## src/rtl/core/pmpl_pkg.sv

```systemverilog
// shared types and constants of the pulse meter power limiter
package pmpl_pkg;

  typedef enum logic [2:0] {
    S_IDLE,
    S_MEAS,
    S_MDIV,
    S_EVAL,
    S_EDIV,
    S_LIMIT,
    S_OUT
  } state_t;

  typedef enum logic [1:0] {
    OP_POWER,
    OP_DECAY,
    OP_DAMP,
    OP_BUS
  } div_op_t;

  // configuration register indexes
  localparam logic [2:0] REG_LIMIT_MODE    = 3'd0;
  localparam logic [2:0] REG_DAMPING       = 3'd1;
  localparam logic [2:0] REG_POWER_LIMIT   = 3'd2;
  localparam logic [2:0] REG_HYSTERESIS    = 3'd3;
  localparam logic [2:0] REG_METER_ENABLED = 3'd4;

  // limit modes
  localparam logic [1:0] MODE_NONE   = 2'd0;
  localparam logic [1:0] MODE_MEAN   = 2'd1;
  localparam logic [1:0] MODE_DAMPED = 2'd2;
  localparam logic [1:0] MODE_BUS    = 2'd3;

  // start-up phases
  localparam logic [1:0] PH_RUN    = 2'd0;
  localparam logic [1:0] PH_SECOND = 2'd1;
  localparam logic [1:0] PH_FIRST  = 2'd2;
  localparam logic [1:0] PH_LOAD   = 2'd3;

  // limit states
  localparam logic [1:0] LIM_OFF  = 2'd0;
  localparam logic [1:0] LIM_BAND = 2'd1;
  localparam logic [1:0] LIM_OVER = 2'd2;

  localparam logic [15:0] HOUR_TICKS       = 16'd36000;
  localparam logic [15:0] MIN_GAP          = 16'd10;
  localparam logic [6:0]  EVAL_LAST        = 7'd99;
  localparam logic [2:0]  EVALS_PER_MINUTE = 3'd6;
  localparam logic [19:0] BUS_SCALE        = 20'd1000;

  // serial divider sizes
  localparam int DIV_DVD_W = 48;
  localparam int DIV_DVS_W = 20;
  localparam int DIV_CNT_W = 6;

  function automatic logic [15:0] sat16(input logic [DIV_DVD_W-1:0] v);
    sat16 = (v > 48'd65535) ? 16'hFFFF : v[15:0];
  endfunction

endpackage

```

## src/rtl/core/pmpl_div.sv

```systemverilog
// restoring divider, one quotient bit per cycle
module pmpl_div
  import pmpl_pkg::*;
(
  input  logic                 clk,
  input  logic                 rst,
  input  logic                 start,
  input  logic [DIV_DVD_W-1:0] dividend,
  input  logic [DIV_DVS_W-1:0] divisor,
  output logic                 done,
  output logic [DIV_DVD_W-1:0] quotient
);

  logic [DIV_DVD_W-1:0] acc;
  logic [DIV_DVS_W-1:0] rem;
  logic [DIV_DVS_W-1:0] dvs;
  logic [DIV_CNT_W-1:0] cnt;
  logic                 busy;
  logic [DIV_DVS_W:0]   shifted;
  logic [DIV_DVS_W:0]   diff;
  logic                 ge;

  assign shifted  = {rem, acc[DIV_DVD_W-1]};
  assign diff     = shifted - {1'b0, dvs};
  assign ge       = shifted >= {1'b0, dvs};
  assign quotient = acc;

  always_ff @(posedge clk) begin
    if (rst) begin
      busy <= 1'b0;
      done <= 1'b0;
      cnt  <= '0;
    end else begin
      done <= 1'b0;
      if (start) begin
        busy <= 1'b1;
        cnt  <= '0;
      end else if (busy) begin
        cnt <= cnt + 1'b1;
        if (cnt == DIV_CNT_W'(DIV_DVD_W - 1)) begin
          busy <= 1'b0;
          done <= 1'b1;
        end
      end
    end
  end

  always_ff @(posedge clk) begin
    if (start) begin
      acc <= dividend;
      rem <= '0;
      dvs <= divisor;
    end else if (busy) begin
      rem <= ge ? diff[DIV_DVS_W-1:0] : shifted[DIV_DVS_W-1:0];
      acc <= {acc[DIV_DVD_W-2:0], ge};
    end
  end

endmodule

```

## src/rtl/core/pulse_meter_power_limiter.sv

```systemverilog
// pulse meter power limiter top level
//
//  channel | signals                 | word
//  in      | in_valid / in_ready     | one 100 ms tick with meter count and powers
//  out     | out_valid / out_ready   | one result per tick
//  cfg     | cfg_we, cfg_index, data | register write, no wait
//
// a tick passes S_IDLE, S_MEAS, S_EVAL and S_OUT, with S_LIMIT before S_OUT on
// an evaluation tick; a pulse or a decay step adds a pass of the shared bit-serial
// divider (S_MDIV), and a damped or bus evaluation adds another (S_EDIV). one word
// is in flight at a time; a result held by out_ready stalls the next word only when
// it is finished. reset is synchronous; it spares the input and output data registers.
module pulse_meter_power_limiter
  import pmpl_pkg::*;
(
  input  logic        clk,
  input  logic        rst,
  input  logic        cfg_we,
  input  logic [2:0]  cfg_index,
  input  logic [15:0] cfg_data,
  input  logic        in_valid,
  output logic        in_ready,
  input  logic [31:0] meter_count,
  input  logic        weight_too_large,
  input  logic [15:0] mean_power,
  input  logic [31:0] bus_power,
  input  logic        bus_power_valid,
  output logic        out_valid,
  input  logic        out_ready,
  output logic [15:0] instant_power,
  output logic [15:0] limit_power,
  output logic [1:0]  limit_state,
  output logic [15:0] limit_event_count,
  output logic [15:0] limit_minute_count,
  output logic        evaluated
);

  state_t state, state_next;

  logic [1:0]  limit_mode;
  logic [7:0]  damping;
  logic [15:0] power_limit;
  logic [15:0] hysteresis;
  logic        meter_enabled;

  logic [31:0] in_count;
  logic        in_wtl;
  logic [15:0] in_mean;
  logic [31:0] in_bus;
  logic        in_bus_valid;

  logic [6:0]  tick_div;
  logic        eval_tick;
  logic [1:0]  start_phase;
  logic [31:0] last_count;
  logic [15:0] ticks_since_pulse;
  logic [15:0] prev_interval;
  logic [15:0] power_now;
  logic [15:0] shown_power;
  logic [23:0] damped_fixed;
  logic [15:0] chosen_power;
  logic [1:0]  limit_flag;
  logic [2:0]  minute_div;
  logic [15:0] event_counter;
  logic [15:0] minute_counter;
  div_op_t     div_op;

  logic [15:0] t1;
  logic        cnt_gt, cnt_eq, running;
  logic [18:0] t1_w, p1, p2, p3, p4, p5;
  logic        decay_zero;
  logic [2:0]  decay_k;
  logic        need_power, need_decay, need_damp, need_bus;
  logic        div_start, div_done;
  logic [DIV_DVD_W-1:0] div_dividend, div_quot;
  logic [DIV_DVS_W-1:0] div_divisor;
  logic [DIV_DVD_W-1:0] pulse_num;
  logic [32:0] damp_num;
  logic [15:0] thr;
  logic [2:0]  md_inc;
  logic [6:0]  td_next;

  // measurement decode
  assign t1      = ticks_since_pulse + 16'd1;
  assign cnt_gt  = in_count > last_count;
  assign cnt_eq  = in_count == last_count;
  assign running = meter_enabled && !in_wtl && (start_phase == PH_RUN)
                   && (ticks_since_pulse < HOUR_TICKS);
  assign t1_w    = {3'b0, t1};
  assign p1      = {3'b0, prev_interval};
  assign p2      = {p1[17:0], 1'b0};
  assign p3      = p2 + p1;
  assign p4      = {p1[16:0], 2'b0};
  assign p5      = p4 + p1;
  assign decay_zero = (p5 < t1_w) || (prev_interval == 16'd0);

  // elapsed ticks lie between one and five intervals, so an exact multiple is 2..5
  always_comb begin
    decay_k = 3'd0;
    if (t1_w == p2) decay_k = 3'd2;
    else if (t1_w == p3) decay_k = 3'd3;
    else if (t1_w == p4) decay_k = 3'd4;
    else if (t1_w == p5) decay_k = 3'd5;
  end

  assign need_power = running && cnt_gt && (t1 >= MIN_GAP);
  assign need_decay = running && cnt_eq && (prev_interval < t1) && !decay_zero
                      && (decay_k != 3'd0);
  assign need_damp  = (limit_mode == MODE_DAMPED) && (chosen_power != 16'd0)
                      && (damping >= 8'd2);
  assign need_bus   = (limit_mode == MODE_BUS) && in_bus_valid;

  // round(36*d/t) = (360*d + 5*t) / (10*t)
  assign pulse_num = ({16'b0, in_count - last_count} << 8)
                   + ({16'b0, in_count - last_count} << 6)
                   + ({16'b0, in_count - last_count} << 5)
                   + ({16'b0, in_count - last_count} << 3)
                   + ({32'b0, t1} << 2) + {32'b0, t1};
  assign damp_num  = 33'(damped_fixed * (damping - 8'd1))
                   + {9'b0, shown_power, 8'b0} + {26'b0, damping[7:1]};

  always_comb begin
    div_dividend = {16'b0, in_bus};
    div_divisor  = BUS_SCALE;
    if (state == S_MEAS) begin
      if (need_power) begin
        div_dividend = pulse_num;
        div_divisor  = ({4'b0, t1} << 3) + ({4'b0, t1} << 1);
      end else begin
        div_dividend = {32'b0, power_now};
        div_divisor  = {17'b0, decay_k};
      end
    end else if (need_damp) begin
      div_dividend = {15'b0, damp_num};
      div_divisor  = {12'b0, damping};
    end
  end

  pmpl_div u_div (
    .clk      (clk),
    .rst      (rst),
    .start    (div_start),
    .dividend (div_dividend),
    .divisor  (div_divisor),
    .done     (div_done),
    .quotient (div_quot)
  );

  // next state
  always_comb begin
    state_next = state;
    case (state)
      S_IDLE:  if (in_valid) state_next = S_MEAS;
      S_MEAS:  state_next = (need_power || need_decay) ? S_MDIV : S_EVAL;
      S_MDIV:  if (div_done) state_next = S_EVAL;
      S_EVAL: begin
        if (!eval_tick) state_next = S_OUT;
        else if (need_damp || need_bus) state_next = S_EDIV;
        else state_next = S_LIMIT;
      end
      S_EDIV:  if (div_done) state_next = S_LIMIT;
      S_LIMIT: state_next = S_OUT;
      S_OUT:   if (!out_valid || out_ready) state_next = S_IDLE;
      default: state_next = S_IDLE;
    endcase
  end

  // control outputs
  always_comb begin
    in_ready  = (state == S_IDLE);
    div_start = 1'b0;
    case (state)
      S_MEAS:  div_start = need_power || need_decay;
      S_EVAL:  div_start = eval_tick && (need_damp || need_bus);
      default: div_start = 1'b0;
    endcase
  end

  assign td_next = (tick_div == EVAL_LAST) ? 7'd0 : tick_div + 7'd1;
  assign thr     = (hysteresis >= power_limit) ? 16'd0 : power_limit - hysteresis;
  assign md_inc  = minute_div + 3'd1;

  always_ff @(posedge clk) begin
    if (rst) begin
      state <= S_IDLE;
    end else begin
      state <= state_next;
    end
  end

  always_ff @(posedge clk) begin
    if (rst) begin
      limit_mode    <= MODE_NONE;
      damping       <= '0;
      power_limit   <= '0;
      hysteresis    <= '0;
      meter_enabled <= 1'b0;
    end else if (cfg_we) begin
      case (cfg_index)
        REG_LIMIT_MODE:    limit_mode    <= cfg_data[1:0];
        REG_DAMPING:       damping       <= cfg_data[7:0];
        REG_POWER_LIMIT:   power_limit   <= cfg_data;
        REG_HYSTERESIS:    hysteresis    <= cfg_data;
        REG_METER_ENABLED: meter_enabled <= cfg_data[0];
        default: ;
      endcase
    end
  end

  always_ff @(posedge clk) begin
    if (state == S_IDLE && in_valid) begin
      in_count     <= meter_count;
      in_wtl       <= weight_too_large;
      in_mean      <= mean_power;
      in_bus       <= bus_power;
      in_bus_valid <= bus_power_valid;
    end
  end

  always_ff @(posedge clk) begin
    if (rst) begin
      tick_div          <= '0;
      eval_tick         <= 1'b0;
      start_phase       <= PH_LOAD;
      last_count        <= '0;
      ticks_since_pulse <= '0;
      prev_interval     <= '0;
      power_now         <= '0;
      shown_power       <= '0;
      damped_fixed      <= '0;
      chosen_power      <= '0;
      limit_flag        <= LIM_OFF;
      minute_div        <= '0;
      event_counter     <= '0;
      minute_counter    <= '0;
      div_op            <= OP_POWER;
      out_valid         <= 1'b0;
    end else begin
      if (state == S_OUT && (!out_valid || out_ready)) out_valid <= 1'b1;
      else if (out_ready) out_valid <= 1'b0;
      case (state)
        S_IDLE: begin
          if (in_valid) begin
            tick_div  <= td_next;
            eval_tick <= (td_next == 7'd0);
          end
        end
        S_MEAS: begin
          div_op <= need_power ? OP_POWER : OP_DECAY;
          if (meter_enabled) begin
            if (in_wtl) begin
              limit_flag <= LIM_OFF;
            end else begin
              case (start_phase)
                PH_LOAD: begin
                  last_count   <= in_count;
                  limit_flag   <= LIM_OFF;
                  shown_power  <= '0;
                  chosen_power <= '0;
                  damped_fixed <= '0;
                  start_phase  <= PH_FIRST;
                end
                PH_FIRST: begin
                  if (!cnt_eq) begin
                    last_count  <= in_count;
                    start_phase <= PH_SECOND;
                  end
                end
                PH_SECOND: begin
                  if (!cnt_eq) begin
                    ticks_since_pulse <= '0;
                    prev_interval     <= '0;
                    last_count        <= in_count;
                    start_phase       <= PH_RUN;
                  end
                end
                default: begin
                  if (ticks_since_pulse < HOUR_TICKS) begin
                    ticks_since_pulse <= t1;
                    shown_power       <= power_now;
                    if (cnt_gt) begin
                      if (t1 >= MIN_GAP) begin
                        last_count        <= in_count;
                        prev_interval     <= t1;
                        ticks_since_pulse <= '0;
                      end
                    end else if (cnt_eq) begin
                      if (prev_interval < t1 && decay_zero) begin
                        power_now   <= '0;
                        shown_power <= '0;
                      end
                    end else begin
                      // count went backward
                      power_now         <= '0;
                      shown_power       <= '0;
                      last_count        <= in_count;
                      prev_interval     <= t1;
                      ticks_since_pulse <= '0;
                    end
                  end else begin
                    power_now   <= '0;
                    shown_power <= '0;
                    if (!cnt_eq) begin
                      last_count        <= in_count;
                      prev_interval     <= ticks_since_pulse;
                      ticks_since_pulse <= '0;
                    end
                  end
                end
              endcase
            end
          end
        end
        S_MDIV: begin
          if (div_done) begin
            power_now   <= sat16(div_quot);
            shown_power <= sat16(div_quot);
          end
        end
        S_EVAL: begin
          div_op <= need_damp ? OP_DAMP : OP_BUS;
          if (eval_tick) begin
            case (limit_mode)
              MODE_DAMPED: begin
                if (!need_damp) begin
                  chosen_power <= shown_power;
                  damped_fixed <= {shown_power, 8'b0};
                end
              end
              MODE_MEAN: chosen_power <= meter_enabled ? in_mean : shown_power;
              MODE_BUS:  if (!in_bus_valid) chosen_power <= '0;
              default:   chosen_power <= '0;
            endcase
          end
        end
        S_EDIV: begin
          if (div_done) begin
            if (div_op == OP_DAMP) begin
              damped_fixed <= div_quot[23:0];
              chosen_power <= sat16({23'b0, div_quot[23:0] + 25'd128} >> 8);
            end else begin
              chosen_power <= sat16(div_quot);
            end
          end
        end
        S_LIMIT: begin
          if (power_limit != 16'd0 && hysteresis != 16'd0 && chosen_power >= thr) begin
            if (limit_flag == LIM_OFF) event_counter <= event_counter + 16'd1;
            if (md_inc >= EVALS_PER_MINUTE) begin
              minute_div     <= '0;
              minute_counter <= minute_counter + 16'd1;
            end else begin
              minute_div <= md_inc;
            end
            limit_flag <= (chosen_power >= power_limit) ? LIM_OVER : LIM_BAND;
          end else begin
            limit_flag <= LIM_OFF;
          end
        end
        default: ;
      endcase
    end
  end

  always_ff @(posedge clk) begin
    if (state == S_OUT && (!out_valid || out_ready)) begin
      instant_power      <= shown_power;
      limit_power        <= chosen_power;
      limit_state        <= limit_flag;
      limit_event_count  <= event_counter;
      limit_minute_count <= minute_counter;
      evaluated          <= eval_tick;
    end
  end

endmodule

```

## config.mk

```make
export PLATFORM = sky130hd
export DESIGN_NAME = pulse_meter_power_limiter
export DESIGN_NICKNAME = d
export VERILOG_FILES = /design/src/rtl/core/pmpl_pkg.sv /design/src/rtl/core/pmpl_div.sv /design/src/rtl/core/pulse_meter_power_limiter.sv
export SDC_FILE = /design/constraint.sdc
export NUM_CORES = 2
export LEC_CHECK = 0
export BUFFER_PORTS_ARGS = -buffer_cell sky130_fd_sc_hd__buf_2
export CORE_ASPECT_RATIO = 1.2
export CORE_MARGIN = 10
export CORE_UTILIZATION = 55
export CTS_CLUSTER_SIZE = 30
export DETAILED_ROUTE_END_ITERATION = 10
export HOLD_SLACK_MARGIN = 0.06
export PLACE_DENSITY_LB_ADDON = 0.1
export RECOVER_POWER = 25
export SLEW_MARGIN = 20
export SYNTH_ARGS = -nofsm -noshare
export SYNTH_HDL_FRONTEND = slang
export SYNTH_SLANG_ARGS = --single-unit
export TNS_END_PERCENT = 5
```

## constraint.sdc

```tcl
create_clock -name clk -period 7.85 [get_ports clk]
set_clock_uncertainty 0.05 [all_clocks]
set_input_delay 1.9625 -clock clk [delete_from_list [all_inputs] [get_ports clk]]
set_output_delay 1.9625 -clock clk [all_outputs]
set_load 0.005 [all_outputs]
```

==> impl_metrics.ini <==
[grt]
grt_start_max_net_pins = 167
grt_pass1_wl_um = 187000
antenna_found_initial = 1
grt_pass1_vias = 32530
grt_overflow_total = 0
grt_usage = 0.2835

[timing]
worst_pin_slew_ns = 3.610
relSlewSlack = -1.407
slew_viol_final = 107
rsz0062_at_grt = no
fin_crit_sh = 0.9502
hold_viol = 0
fin_setup_tns_ns = 0
fmax_mhz = 134.1
setup_violations = 0
post-route-min-period_ns = 7.459

[final_layout]
nNetsFinal = 5309
fillerInstances = 6404
multi_input_area_sq_um = 26120
syn_to_final_growth_pct = 9.798
register_area_sq_um = 11720
drive_above_1_share = 0.08855
final_area_sq_um = 44270
antennaDiodeCount = 0

[floorplanning]
die_y_um = 316.6
initial_core_util = 0.5556
dieArea_sq_um = 84570
io-pin-count = 175
core_sq_um = 72560
rows = 108
fp.dieW_um = 267.2

[placed_design]
io_buffer_count = 174
gp_congestion = 0.9560
placed_area_sq_um = 42370
dp_hpwl_um = 94290

[worst_setup_path]
required_ns = 8.18
start_kind = flip-flop
r2r_cells = 25
crit_arrival_ns = 7.79
path_max_fanout = 10
critical_path_class = flip-flop to flip-flop
crit-reg2reg-launch = damping[1]$_SDFFE_PP0P_
end_kind = flip-flop
r2r_end = u_div.quotient[22]$_DFFE_PP_
rrSetupSlack_ns = 0.39

[outcome]
status = complete, but fails checks
failed_checks = max-capacitance violations, max-slew violations

[synth]
synth.distinct_cells = 88
synth_top_cell_area_share = 0.1616
yosysTopAreaCell = edfxtp_1
ys_warn_count = 0
syn_avg_cell_area_sq_um = 9.043
synth_common_cells = 479 x inv_1, 396 x nand2_1, 361 x ha_1, 348 x nor2_1, 304 x a21oi_1
syn_inst = 4458
synth_area_sq_um = 40310
yosys_most_used_dff = dfxtp_1
synth.net_count = 5191
synth.most_common_cell = inv_1
synth_area_leaders = edfxtp_1 16%, fa_1 13%, dfxtp_1 13%
synth_edf_count = 217
ys_ff_latch = 477
synthArstFlopShare = 0
yosysSeqAreaShare = 0.2907

[route]
first_pass_iters = 6
drc = 0
finalWirelength_um = 120800
avgRoutedWirePerCell_um = 21.75
viasPerCell = 5.975
vias = 33190
drt_iter0_drc = 2941
drtAntennaViolNets = 0

[worst_hold_path]
whs_path_depth = 2
hold_path_class = flip-flop to flip-flop
hold_path_end = div_op[0]$_SDFFE_PP0N_
min_from = div_op[0]$_SDFFE_PP0N_

[clocking]
tritoncts = yes
cts_root_buf = clkbuf_16
holdBufCountCts = 0
insertion_delay_ns = 0.64
clkTransAtPathRegs_ns = 0.06
cts_max_level = 2
cts.sinks = 477
clk_path_buf_depth = 3
cts_buffers = 51

[flow_run]
drv_cap = 2
cells in the final DEF, fill, tap and decap left out, drive strengths merged, types with 25 or more instances in the layout:
cell / synthesis / final
dfxtp: 260 / 260
inv: 482 / 485
ha: 361 / 361
nand2: 396 / 396
nor3: 99 / 99
nand4: 57 / 57
nand2b: 74 / 74
nor4: 53 / 53
nor2b: 45 / 45
fa: 266 / 266
and2: 105 / 105
xor2: 95 / 95
o21bai: 25 / 25
nor2: 348 / 348
a21oi: 304 / 304
edfxtp: 217 / 217
a21o: 99 / 99
a22o: 26 / 26
a311oi: 28 / 28
mux2: 40 / 40
o21ai: 154 / 154
buf: 34 / 246
or3: 27 / 27
a211oi: 83 / 83
a22oi: 43 / 43
and3: 30 / 30
xnor2: 151 / 151
a31oi: 31 / 31
clkbuf: 170 / 91
nand3: 75 / 75
state kept, by name, indices dropped and copies added (netlist names), 20 cells and up:
| register | flops |
|---|---|
| damped_fixed | 24 |
| u_div.dvs | 20 |
| in_count | 32 |
| u_div.quotient | 48 |
| in_bus | 32 |
| u_div.rem | 20 |
| last_count | 32 |
stage by stage:
stage          hold slack (ns)  utilization  worst slack [ns]  std cells
6_report                0.3963       0.6100            0.3911       5554
5_1_grt                 0.4255       0.6100           0.03446       5554
4_1_cts                 0.3980       0.6098            0.3460       5554
3_5_place_dp            0.3891       0.5840            0.3862       5458
3_3_place_gp            0.3819       0.5837            0.3622       5458
2_1_floorplan           0.3723            -            0.5905       4458
worst max-delay path by stage:
stage / startpoint / to / slack, ns / cells past startpoint
2_1_floorplan: damping[0]$_SDFFE_PP0P_ / u_div.quotient[32]$_DFFE_PP_ / 0.59 / 26
3_3_place_gp: in_count[1]$_DFFE_PP_ / u_div.quotient[40]$_DFFE_PP_ / 0.36 / 25
3_5_place_dp: damping[1]$_SDFFE_PP0P_ / u_div.quotient[32]$_DFFE_PP_ / 0.39 / 25
4_1_cts: in_count[1]$_DFFE_PP_ / u_div.quotient[40]$_DFFE_PP_ / 0.35 / 25
5_1_grt: damping[1]$_SDFFE_PP0P_ / u_div.quotient[22]$_DFFE_PP_ / 0.03 / 25
6_report: damping[1]$_SDFFE_PP0P_ / u_div.quotient[22]$_DFFE_PP_ / 0.39 / 25
area by class of cell:
cell class | count | share of cell area
Sequential cell | 477 | 0.2648
Tap cell | 935 | 0.02643
Multi-Input combinational cell | 3294 | 0.5900
Clock buffer | 68 | 0.03406
Inverter | 483 | 0.04110
Timing Repair Buffer | 269 | 0.03525
Clock inverter | 28 | 0.008367
worst max-delay path, cell delays in order (launching register included):
cell	delay (ns)
dfxtp_1	0.31
inv_1	0.13
ha_1	0.23
inv_1	0.16
or3_1	0.35
xnor2_1	0.22
buf_4	0.25
and2_1	0.18
fa_1	0.45
fa_1	0.48
fa_1	0.53
fa_1	0.56
inv_1	0.06
fa_1	0.54
inv_1	0.04
ha_1	0.22
nor4_1	0.26
o21ai_0	0.15
a31oi_1	0.31
nand3_1	0.27
a22oi_1	0.26
a21oi_1	0.15
a221oi_1	0.37
xor2_1	0.25
o211ai_1	0.11
mux2_1	0.32
layer usage:
layer | vias up | share of wire | global-route usage
met4 | 0 | 0.056 | 0.1440
met3 | 278 | 0.063 | 0.03480
met2 | 1133 | 0.48 | 0.4872
li1 | 15710 | - | -
met5 | - | 0 | 0
met1 | 16060 | 0.40 | 0.3470
kinds of logic (layout without fill, tap and decap cells):
logic type	after synthesis	in the layout	share of synthesized area
simple gates	1368	1368	0.1650
compound gates	982	982	0.1591
buf+inv	687	848	0.06561
fa+ha+maj	627	627	0.2441
flops	477	477	0.2907
xor+xnor	255	255	0.05884
mux	62	62	0.01664
timing repair:
action | 4_1_cts | 5_1_grt
gates resized for setup | 0 | 8
setup endpoints to repair | 0 | 8
buffers inserted | 0 | 0
Power is not shown: default switching activity piles up to over one toggle a cycle in this logic, so the estimate is an artifact.
